## src/rtl/core/wam_pkg.sv

```systemverilog
// Shared widths and codes for the windowed average alarm monitor.
`timescale 1ns / 1ps
`default_nettype none
package wam_pkg;

  localparam int TEMP_W  = 20;
  localparam int PRES_W  = 24;
  localparam int RLIM_W  = 19;
  localparam int STAT_W  = 2;
  localparam int AVG_W   = 20;
  localparam int RISE_W  = 21;
  localparam int CFG_DW  = 32;
  localparam int CFG_AW  = 4;
  localparam int REG_IW  = 2;

  typedef logic [STAT_W-1:0] status_t;
  typedef logic [REG_IW-1:0] reg_idx_t;

  localparam status_t STATUS_NORMAL   = 2'd0;
  localparam status_t STATUS_MELTDOWN = 2'd1;
  localparam status_t STATUS_RISE     = 2'd2;

  localparam reg_idx_t REG_PRES_LIMIT = 2'd0;
  localparam reg_idx_t REG_TEMP_LIMIT = 2'd1;
  localparam reg_idx_t REG_RISE_LIMIT = 2'd2;

  localparam logic [PRES_W-1:0] PRES_LIMIT_RST = 24'd24000;
  localparam logic [TEMP_W-1:0] TEMP_LIMIT_RST = 20'd32000;
  localparam logic [RLIM_W-1:0] RISE_LIMIT_RST = 19'd80;

endpackage
`default_nettype wire

```

## src/rtl/core/wam_ram.sv

```systemverilog
// Generic single-port-write, single-port-read RAM with registered read data.
`timescale 1ns / 1ps
`default_nettype none
module wam_ram #(
  parameter int WIDTH = 20,
  parameter int DEPTH = 10
) (
  input  wire logic                                   clk,
  input  wire logic                                   we,
  input  wire logic [((DEPTH > 1) ? $clog2(DEPTH) : 1)-1:0] waddr,
  input  wire logic [WIDTH-1:0]                       wdata,
  input  wire logic                                   re,
  input  wire logic [((DEPTH > 1) ? $clog2(DEPTH) : 1)-1:0] raddr,
  output logic      [WIDTH-1:0]                       rdata
);

  logic [WIDTH-1:0] mem_r [DEPTH];

  always_ff @(posedge clk) begin
    if (we) begin
      mem_r[waddr] <= wdata;
    end
    if (re) begin
      rdata <= mem_r[raddr];
    end
  end

endmodule
`default_nettype wire

```

## src/rtl/core/wam_div.sv

```systemverilog
// Iterative restoring divider: signed dividend by unsigned divisor, one bit per cycle.
`timescale 1ns / 1ps
`default_nettype none
module wam_div
  import wam_pkg::*;
#(
  parameter int DVD_W = 24,
  parameter int DVS_W = 4
) (
  input  wire logic                    clk,
  input  wire logic                    rst_n,
  input  wire logic                    start,
  input  wire logic signed [DVD_W-1:0] dividend,
  input  wire logic        [DVS_W-1:0] divisor,
  output logic                         done,
  output logic signed [AVG_W-1:0]      quotient
);

  localparam int CNT_W = $clog2(DVD_W + 1);

  logic [DVD_W-1:0] quo_r;
  logic [DVS_W-1:0] rem_r;
  logic [DVS_W-1:0] dvs_r;
  logic             neg_r;
  logic [CNT_W-1:0] cnt_r;
  logic             busy_r;
  logic             done_r;

  logic [DVS_W:0]   rem_sh;
  logic             fits;
  logic [DVS_W:0]   rem_sub;
  logic [DVD_W-1:0] quo_nxt;
  logic [DVS_W-1:0] rem_nxt;
  logic [DVD_W-1:0] qsigned;

  always_comb begin
    rem_sh  = {rem_r, quo_r[DVD_W-1]};
    fits    = (rem_sh >= {1'b0, dvs_r});
    rem_sub = rem_sh - {1'b0, dvs_r};
    rem_nxt = fits ? rem_sub[DVS_W-1:0] : rem_sh[DVS_W-1:0];
    quo_nxt = {quo_r[DVD_W-2:0], fits};
  end

  always_ff @(posedge clk) begin
    if (!rst_n) begin
      busy_r <= 1'b0;
      done_r <= 1'b0;
      cnt_r  <= '0;
    end else begin
      done_r <= 1'b0;
      if (start) begin
        busy_r <= 1'b1;
        cnt_r  <= CNT_W'(DVD_W);
      end else if (busy_r) begin
        cnt_r <= cnt_r - 1'b1;
        if (cnt_r == CNT_W'(1)) begin
          busy_r <= 1'b0;
          done_r <= 1'b1;
        end
      end
    end
  end

  // datapath: take the magnitude up front, restore the sign at the end
  always_ff @(posedge clk) begin
    if (start) begin
      neg_r <= dividend[DVD_W-1];
      quo_r <= dividend[DVD_W-1] ? DVD_W'(-dividend) : DVD_W'(dividend);
      rem_r <= '0;
      dvs_r <= divisor;
    end else if (busy_r) begin
      quo_r <= quo_nxt;
      rem_r <= rem_nxt;
    end
  end

  assign qsigned  = neg_r ? (~quo_r + 1'b1) : quo_r;
  assign quotient = qsigned[AVG_W-1:0];
  assign done     = done_r;

endmodule
`default_nettype wire

```

## src/rtl/core/windowed_average_alarm_monitor.sv

```systemverilog
// Top level: sample ring in RAM, running sum, divider, alarm decision and register port.
//
//  channel  | direction | handshake          | payload
//  ---------+-----------+--------------------+-------------------------------------
//  in_      | input     | in_valid/in_stall  | in_temperature (s20), in_pressure (u24)
//  out_     | output    | out_valid/out_stall| out_status (2), out_average (s20),
//           |           |                    | out_rise (s21)
//  APB      | input     | psel/penable/pready| paddr (4), pwdata/prdata (32)
//
// The result waits on the divider, which resolves one quotient bit per cycle, and is
// loaded into the output register once the divider is done and the output is free.
// The block works on one item at a time; in_stall is high from acceptance until the
// result has been moved into the output register.
// A held result waits in the output register while the next item is accepted.
// Reset is synchronous, active low, and empties the window; the ring RAM is not cleared.
`timescale 1ns / 1ps
`default_nettype none
module windowed_average_alarm_monitor
  import wam_pkg::*;
#(
  parameter int WINDOW = 10
) (
  input  wire logic                     clk,
  input  wire logic                     rst_n,
  input  wire logic                     in_valid,
  output logic                          in_stall,
  input  wire logic signed [TEMP_W-1:0] in_temperature,
  input  wire logic        [PRES_W-1:0] in_pressure,
  output logic                          out_valid,
  input  wire logic                     out_stall,
  output logic             [STAT_W-1:0] out_status,
  output logic signed      [AVG_W-1:0]  out_average,
  output logic signed      [RISE_W-1:0] out_rise,
  input  wire logic                     psel,
  input  wire logic                     penable,
  input  wire logic                     pwrite,
  input  wire logic        [CFG_AW-1:0] paddr,
  input  wire logic        [CFG_DW-1:0] pwdata,
  output logic             [CFG_DW-1:0] prdata,
  output logic                          pready
);

  localparam int IDX_W = (WINDOW > 1) ? $clog2(WINDOW) : 1;
  localparam int CNT_W = $clog2(WINDOW + 1);
  localparam int SUM_W = TEMP_W + $clog2(WINDOW);

  localparam logic [2:0] ST_IDLE = 3'd0;
  localparam logic [2:0] ST_READ = 3'd1;
  localparam logic [2:0] ST_DIV  = 3'd2;
  localparam logic [2:0] ST_OUT  = 3'd3;

  // configuration registers
  logic [PRES_W-1:0] pres_limit_r;
  logic [TEMP_W-1:0] temp_limit_r;
  logic [RLIM_W-1:0] rise_limit_r;
  reg_idx_t          reg_idx;
  logic              cfg_wr;

  assign reg_idx = paddr[CFG_AW-1:2];
  assign cfg_wr  = psel && penable && pwrite;
  assign pready  = 1'b1;

  always_ff @(posedge clk) begin
    if (!rst_n) begin
      pres_limit_r <= PRES_LIMIT_RST;
      temp_limit_r <= TEMP_LIMIT_RST;
      rise_limit_r <= RISE_LIMIT_RST;
    end else if (cfg_wr) begin
      unique case (reg_idx)
        REG_PRES_LIMIT: pres_limit_r <= pwdata[PRES_W-1:0];
        REG_TEMP_LIMIT: temp_limit_r <= pwdata[TEMP_W-1:0];
        REG_RISE_LIMIT: rise_limit_r <= pwdata[RLIM_W-1:0];
        default:        ;
      endcase
    end
  end

  always_comb begin
    unique case (reg_idx)
      REG_PRES_LIMIT: prdata = CFG_DW'(pres_limit_r);
      REG_TEMP_LIMIT: prdata = CFG_DW'(temp_limit_r);
      REG_RISE_LIMIT: prdata = CFG_DW'(rise_limit_r);
      default:        prdata = '0;
    endcase
  end

  // control and window state
  logic [2:0]               state_r, state_nxt;
  logic [CNT_W-1:0]         fill_r;
  logic [IDX_W-1:0]         oldest_r;
  logic signed [SUM_W-1:0]  sum_r;
  logic signed [AVG_W-1:0]  prev_avg_r;
  logic signed [TEMP_W-1:0] temp_r;
  logic [PRES_W-1:0]        pres_r;

  logic                     in_acc;
  logic                     full;
  logic [CNT_W:0]           slot_raw;
  logic [CNT_W:0]           slot_wrap;
  logic [IDX_W-1:0]         wr_slot;
  logic [IDX_W-1:0]         oldest_inc;
  logic signed [TEMP_W-1:0] old_temp;
  logic signed [SUM_W:0]    sum_wide;
  logic signed [SUM_W-1:0]  sum_nxt;
  logic [CNT_W-1:0]         fill_nxt;
  logic                     wr_en;
  logic                     out_free;

  logic                     div_done;
  logic signed [AVG_W-1:0]  div_q;

  assign in_stall = (state_r != ST_IDLE);
  assign in_acc   = in_valid && !in_stall;
  assign full     = (fill_r == CNT_W'(WINDOW));
  assign out_free = !out_valid || !out_stall;
  assign wr_en    = (state_r == ST_READ);

  always_comb begin
    slot_raw   = {1'b0, fill_r} + (CNT_W + 1)'(oldest_r);
    slot_wrap  = (slot_raw >= (CNT_W + 1)'(WINDOW)) ? slot_raw - (CNT_W + 1)'(WINDOW)
                                                    : slot_raw;
    oldest_inc = (oldest_r == IDX_W'(WINDOW - 1)) ? '0 : oldest_r + 1'b1;
    wr_slot    = full ? oldest_r : slot_wrap[IDX_W-1:0];
    fill_nxt   = full ? fill_r : fill_r + 1'b1;
    // drop the oldest sample once the window is full
    sum_wide   = (SUM_W + 1)'(sum_r) + (SUM_W + 1)'(temp_r)
               - (full ? (SUM_W + 1)'(old_temp) : '0);
    sum_nxt    = sum_wide[SUM_W-1:0];
  end

  wam_ram #(
    .WIDTH (TEMP_W),
    .DEPTH (WINDOW)
  ) u_ring (
    .clk   (clk),
    .we    (wr_en),
    .waddr (wr_slot),
    .wdata (temp_r),
    .re    (in_acc),
    .raddr (oldest_r),
    .rdata (old_temp)
  );

  wam_div #(
    .DVD_W (SUM_W),
    .DVS_W (CNT_W)
  ) u_div (
    .clk      (clk),
    .rst_n    (rst_n),
    .start    (wr_en),
    .dividend (sum_nxt),
    .divisor  (fill_nxt),
    .done     (div_done),
    .quotient (div_q)
  );

  always_comb begin
    state_nxt = state_r;
    unique case (state_r)
      ST_IDLE: if (in_acc)   state_nxt = ST_READ;
      ST_READ:               state_nxt = ST_DIV;
      ST_DIV:  if (div_done) state_nxt = ST_OUT;
      ST_OUT:  if (out_free) state_nxt = ST_IDLE;
      default:               state_nxt = ST_IDLE;
    endcase
  end

  always_ff @(posedge clk) begin
    if (!rst_n) begin
      state_r    <= ST_IDLE;
      fill_r     <= '0;
      oldest_r   <= '0;
      sum_r      <= '0;
      prev_avg_r <= '0;
    end else begin
      state_r <= state_nxt;
      if (wr_en) begin
        fill_r <= fill_nxt;
        sum_r  <= sum_nxt;
        if (full) begin
          oldest_r <= oldest_inc;
        end
      end
      if (state_r == ST_OUT && out_free) begin
        prev_avg_r <= div_q;
      end
    end
  end

  always_ff @(posedge clk) begin
    if (in_acc) begin
      temp_r <= in_temperature;
      pres_r <= in_pressure;
    end
  end

  // alarm decision
  logic signed [RISE_W-1:0] rise;
  logic                     melt;
  logic                     fast;
  status_t                  status;

  always_comb begin
    rise = RISE_W'(div_q) - RISE_W'(prev_avg_r);
    melt = (pres_r > pres_limit_r) || (temp_r > $signed(temp_limit_r));
    fast = (rise > $signed({2'b00, rise_limit_r}));
    priority if (melt) begin
      status = STATUS_MELTDOWN;
    end else if (fast) begin
      status = STATUS_RISE;
    end else begin
      status = STATUS_NORMAL;
    end
  end

  // output register
  logic load_out;
  assign load_out = (state_r == ST_OUT) && out_free;

  always_ff @(posedge clk) begin
    if (!rst_n) begin
      out_valid <= 1'b0;
    end else if (load_out) begin
      out_valid <= 1'b1;
    end else if (!out_stall) begin
      out_valid <= 1'b0;
    end
  end

  always_ff @(posedge clk) begin
    if (load_out) begin
      out_status  <= status;
      out_average <= div_q;
      out_rise    <= rise;
    end
  end

endmodule
`default_nettype wire

```

## config.mk

```make
export PLATFORM = sky130hd
export DESIGN_NAME = windowed_average_alarm_monitor
export DESIGN_NICKNAME = d
export VERILOG_FILES = /design/src/rtl/core/wam_pkg.sv /design/src/rtl/core/wam_ram.sv /design/src/rtl/core/wam_div.sv /design/src/rtl/core/windowed_average_alarm_monitor.sv
export SDC_FILE = /design/constraint.sdc
export NUM_CORES = 1
export LEC_CHECK = 0
export BUFFER_PORTS_ARGS = -buffer_cell sky130_fd_sc_hd__buf_2
export CORE_MARGIN = 3
export CORE_UTILIZATION = 45
export CTS_CLUSTER_DIAMETER = 100
export CTS_CLUSTER_SIZE = 14
export DETAILED_ROUTE_END_ITERATION = 7
export GPL_ROUTABILITY_DRIVEN = 0
export HOLD_SLACK_MARGIN = 0.08
export PLACE_DENSITY = 0.7
export SLEW_MARGIN = 40
export SYNTH_ARGS = -nofsm -noshare
export SYNTH_HDL_FRONTEND = slang
export SYNTH_HIERARCHICAL = 1
export SYNTH_SLANG_ARGS = --single-unit
export TNS_END_PERCENT = 20
```

## constraint.sdc

```tcl
create_clock -name clk -period 10.8 [get_ports clk]
set_clock_uncertainty 0.15 [all_clocks]
set_input_delay 1.08 -clock clk [delete_from_list [all_inputs] [get_ports clk]]
set_output_delay 1.08 -clock clk [all_outputs]
set_load 0.05 [all_outputs]
```

Word-level counts from Yosys, hierarchy flattened
Memory sizes are Yosys's and may differ from the RTL's. A register that Yosys moved wholly into a read port is not among the register bits. Cells that the tools add are included.

Flip-flop bits (word level): 246. RAM bits: 200. Input port bits: 87. Logic and storage cells: 100. Memories: 1.

Memory list: u_ring.mem_r (words 10, bits a word 20, rd ports 1, clocked after Yosys merged registers in 1, wr ports 1, line wam_ram.sv:17) `logic [WIDTH-1:0] mem_r [DEPTH];`.

$add $sub $neg: 11. Order comparisons: 5. Eq/ne operators: 12. Muxes and demuxes: 26. Bitwise operators: 3. Reductions and logical operators: 20.

Operators by type and width (count): $mux 24 (4); $pmux 24 s3 (1); $add 24x20->24 (1); $gt 24x24->1 (1); $neg 24->24 (1); $sub 24x24->24 (1); $gt 21x20->1 (1); $sub 20x20->21 (1); $add 20x1->20 const B (1); $gt 20x20->1 (1); $mux 20 (1); $mux 4 (5); $not 20->20 (1); $pmux 3 s4 (1); $mux 5 (2); $mux 3 (3); $add 4x1->4 const B (2); $eq 4x4->1 const B (2); $mux 1 (8); $reduce_and 2->1 (4); $eq 3x2->1 const B (2); $add 4x4->5 (1); $eq 5x1->1 const B (1); $ge 5x4->1 (1); other kinds (21) (30).

Depth between registers and ports, before layout
Depth in word-level cells: 6. Depth in mapped cells: 24. Mapped depth without buffers: 23.

By module
The synthesis kept the hierarchy.

By module, submodules not included: windowed_average_alarm_monitor (instances 1, cells an instance 1354, area an instance 12510.7 µm²); wam_ram (instances 1, cells an instance 443, area an instance 8549.4 µm²); wam_div (instances 1, cells an instance 331, area an instance 2920.3 µm²).

Worst setup path after synthesis
OpenSTA, ideal clock, no wires.

Kind: register to register. From: register fill_r[0]. To: register u_div.quo_r[20], data pin. Setup time: 0.136 ns. Data arrival time: 5.100 ns. Data required time: 10.514 ns. Setup slack: 5.414 ns. Cell stages (with the launch flop): 23. Path buffers: 4. Clock period less this slack: 5.386 ns. Cells stage by stage: dfxtp_1 -> inv_1 -> ha_1 -> and3b_1 -> clkbuf_1 -> clkbuf_1 -> and2_1 -> fa_1 -> inv_1 -> ha_1 -> nor2b_1 -> o31a_1 -> o21ai_0 -> a21boi_0 -> o21ai_0 -> nor3b_1 -> nor2_1 -> or4_1 -> buf_2 -> or4_4 -> buf_6 -> or4_1 -> nand3_1.

Longest elaborated chain between the ends: 6.

RTL lines: start: declaration (line windowed_average_alarm_monitor.sv:89) `logic [CNT_W-1:0] fill_r;`; start signal: assignment (line windowed_average_alarm_monitor.sv:178) `fill_r <= fill_nxt;`; $eq 4x4->1 (line windowed_average_alarm_monitor.sv:114) `assign full = (fill_r == CNT_W'(WINDOW));`; $mux 24 (line windowed_average_alarm_monitor.sv:127) `- (full ? (SUM_W + 1)'(old_temp) : '0);`; $sub 24x24->24 (line windowed_average_alarm_monitor.sv:127); via sum_wide[8] (line windowed_average_alarm_monitor.sv:103) `logic signed [SUM_W:0] sum_wide;`; $neg 24->24 (line wam_div.sv:68) `quo_r <= dividend[DVD_W-1] ? DVD_W'(-dividend) : DVD_W'(dividend);`; $mux 24 (line wam_div.sv:68); $mux 24 (line wam_div.sv:66) `if (start) begin`; end signal: assignment (line wam_div.sv:68); end signal: assignment (line wam_div.sv:72) `quo_r <= quo_nxt;`; end: declaration (line wam_div.sv:21) `logic [DVD_W-1:0] quo_r;`.

The timed path passes the listed nets, and every way through them passes these cells. A chain may end at the register's enable or synchronous reset.

Worst setup path after layout
From: register fill_r[0]. To: register u_div.quo_r[21], data pin.

Same word-level chain as after synthesis.

==> impl_metrics.env <==
export IMPL_leakagePower_nw=9.705
export IMPL_cts_sinks=465
export IMPL_required_ps=11080
export IMPL_hold_slack_ps=314.6
export IMPL_gr_total_overflow=0
export IMPL_min_period_ps=5920
export IMPL_cts_tree="built"
export IMPL_setup_tns_ps=0
export IMPL_ys_ff_latch=465
export IMPL_ys_seq_area_share_pct=52.84
export IMPL_status="finished, final reports clean"
export IMPL_hold_class="flip-flop to flip-flop"
export IMPL_synth_most_common_cell="edfxtp_1"
export IMPL_clk_pin_slew_ps=70
export IMPL_clkLatencyLatePin_ps=570
export IMPL_grt_pass1_wl_um=89490
export IMPL_setup_worst_path_start_class="flip-flop"
export IMPL_dpl_cell_area_um2=25360
export IMPL_wl_per_cell_um=19.46
export IMPL_ant_nets=0
export IMPL_max_slew_margin_rel_pct=42.49
export IMPL_routed_wl_um=57560
export IMPL_port_buffer_count=145
export IMPL_max_vdd_ir_drop_v=0.0001959
export IMPL_drt_initial_drc_count=1350
export IMPL_finalInstanceArea_um2=26510
export IMPL_fin_nets=2486
export IMPL_clockRootBuffer="clkbuf_16"
export IMPL_fp_dieW_um=236.8
export IMPL_utilization_pct=50.94
export IMPL_crit_type="flip-flop to flip-flop"
export IMPL_core_um2=52030
export IMPL_start_util_pct=46.09
export IMPL_n_fill_cell=4447
export IMPL_ios=165
export IMPL_ff_latch_area_um2=12680
export IMPL_synth_edf_count=336
export IMPL_drive_above_1_share_pct=14.80
export IMPL_setup_violations=0
export IMPL_min_period_over_period_pct=54.82
export IMPL_cts_hold_buf=0
export IMPL_post_cts_setup_buffers=0
export IMPL_cts_made_buffers=39
export IMPL_multi_input_comb_area_um2=10110
export IMPL_synth_area_leader_cell="edfxtp_1"
export IMPL_cts_buffer_depth=3
export IMPL_synthCells=2128
export IMPL_slew_viol_final=0
export IMPL_die_h_um=236.8
export IMPL_synth_cells_most_frequent="336 x edfxtp_1, 251 x nand2_1, 213 x inv_1"
export IMPL_avgSynthCellArea_um2=11.27
export IMPL_cp_data_arrival_time_ps=6200
export IMPL_yosys_cell_types_count=88
export IMPL_synth_ff_type="edfxtp_1"
export IMPL_worstPathMaxFanout=16
export IMPL_syn_area_um2=23980
export IMPL_dp_hpwl_um=39160
export IMPL_antenna_found_initial=1
export IMPL_vias=16520
export IMPL_rsz0062_at_grt="no"
export IMPL_worstMarginPinSlew_ps=854.8
export IMPL_grt_use_total_pct=20.00
export IMPL_htreeDepth=2
export IMPL_drcViolationCount=0
export IMPL_critPathCaptureType="flip-flop"
export IMPL_synth_top_area_share_pct=42.07
export IMPL_hold_violations=0
export IMPL_synthArstFlopShare_pct=0
export IMPL_grt_max_degree=99
export IMPL_ys_warn_count=6
export IMPL_routed_via_density=5.584
export IMPL_max_freq_ghz=0.1689
export IMPL_dieArea_um2=56100
export IMPL_grt_pass1_vias=16000
export IMPL_powerDensity_nw_per_um2=299.3
export IMPL_areaGrowthSynthToFinish_pct=10.53
export IMPL_drv_cap=0
export IMPL_post_cts_resized=0
export IMPL_rows=83
export IMPL_firstDrtPassIters=5
export IMPL_synthTopCellsByArea="edfxtp_1 42%, dfxtp_1 11%, ha_1 6.6%"
==> cell usage in the layout (no fill, tap or decap), types with 8 or more instances in the layout <==
master | Yosys | layout
a211oi_1 | 11 | 11
a21boi_0 | 75 | 75
a21o_1 | 32 | 32
a21oi_1 | 57 | 57
a22o_1 | 20 | 20
and2_1 | 26 | 25
and3_1 | 12 | 12
buf_2 | 5 | 144
buf_4 | 11 | 25
clkbuf_1 | 68 | 29
clkbuf_16 | 0 | 39
conb_1 | 2 | 9
dfxtp_1 | 129 | 127
edfxtp_1 | 336 | 336
fa_1 | 26 | 26
ha_1 | 126 | 125
inv_1 | 213 | 212
mux2_2 | 63 | 63
mux2i_1 | 80 | 80
nand2_1 | 251 | 248
nand3_1 | 34 | 34
nand4_1 | 23 | 23
nor2_1 | 73 | 66
nor2_2 | 1 | 8
nor2b_1 | 39 | 39
nor3_1 | 30 | 26
nor4_1 | 13 | 13
o211ai_1 | 19 | 19
o21a_1 | 10 | 10
o21ai_0 | 62 | 61
o21ai_1 | 8 | 9
o22ai_1 | 22 | 22
o31ai_1 | 17 | 17
o31ai_2 | 14 | 14
or3_1 | 8 | 8
or4_1 | 11 | 11
xnor2_1 | 57 | 57
xor2_1 | 22 | 22
==> per-layer routing <==
metal	part of all wire (%)	wire length, µm	GRT usage, %
met5	0	0	0
met4	3.0	1742	6.707
met3	6.0	3453	2.586
met2	47	27010	32.48
met1	44	25350	27.78
==> report_power, final <==
part	leakage, nW	internal [mW]	switching (mW)	total, mW
clock	0.536	0.689	0.641	1.33
combinational	5.04	1.46	2.53	3.99
sequential	4.12	2.39	0.227	2.62
==> cell type report <==
| cell class | instances | area share (%) |
|---|---|---|
| Inverter | 214 | 3.031 |
| Timing Repair Buffer | 171 | 3.512 |
| Multi-Input combinational cell | 1356 | 38.15 |
| Clock buffer | 68 | 4.093 |
| Tap cell | 680 | 3.210 |
| Clock inverter | 3 | 0.1699 |
| Sequential cell | 465 | 47.83 |
| Antenna cell | 1 | 0.009441 |
==> kinds of logic after synthesis <==
| logic type | Yosys count | share of synthesized area (%) |
|---|---|---|
| other | 2 | 0.03132 |
| DFF | 465 | 52.84 |
| and+or+nand+nor | 561 | 11.32 |
| buffers and inverters | 314 | 5.468 |
| xor gates and xnor gates | 79 | 2.885 |
| adders and majority gates | 152 | 8.745 |
| muxes | 143 | 6.298 |
| AOI/OAI and AO/OA | 412 | 12.41 |
==> through the flow <==
| step | worst slack (ps) | total power, mW | cells |
|---|---|---|---|
| 6_report | 4880 | 7.933 | 2958 |
| 5_1_grt | 4465 | 8.493 | 2958 |
| 4_1_cts | 4902 | 7.914 | 2957 |
| 3_5_place_dp | 4907 | 6.567 | 2886 |
| 3_3_place_gp | 5031 | 6.404 | 2886 |
| 2_1_floorplan | 5414 | 5.502 | 2135 |
==> final timing paths <==
check,startpoint,to,slack (ps),cells after the start
min,prev_avg_r[17],prev_avg_r[17],310,2
min reg2reg,prev_avg_r[17],prev_avg_r[17],310,2
max,fill_r[0],u_div/quo_r[21],4880,20
max reg2reg,fill_r[0],u_div/quo_r[21],4880,20
==> critical path: stages, from the launching register on <==
cell	delay, ps
dfxtp_1	450
inv_1	110
ha_1	210
and3b_1	330
and2_1	250
ha_1	280
inv_1	70
ha_1	200
inv_1	70
fa_1	400
nor2b_1	160
o31a_1	200
o21ai_0	110
a21boi_0	320
o21ai_0	170
a21boi_0	270
nor2_1	150
or4_1	690
or4_4	550
or4_1	540
nand3_1	90
==> state kept, by name, indices dropped and copies added (netlist names), 21 cells and up <==
register      count
u_ring/mem_r    200
pres_limit_r     24
pres_r           24
u_div/quo_r      24
sum_r            24
out_rise         21
Power figures use the tool's default switching activity.
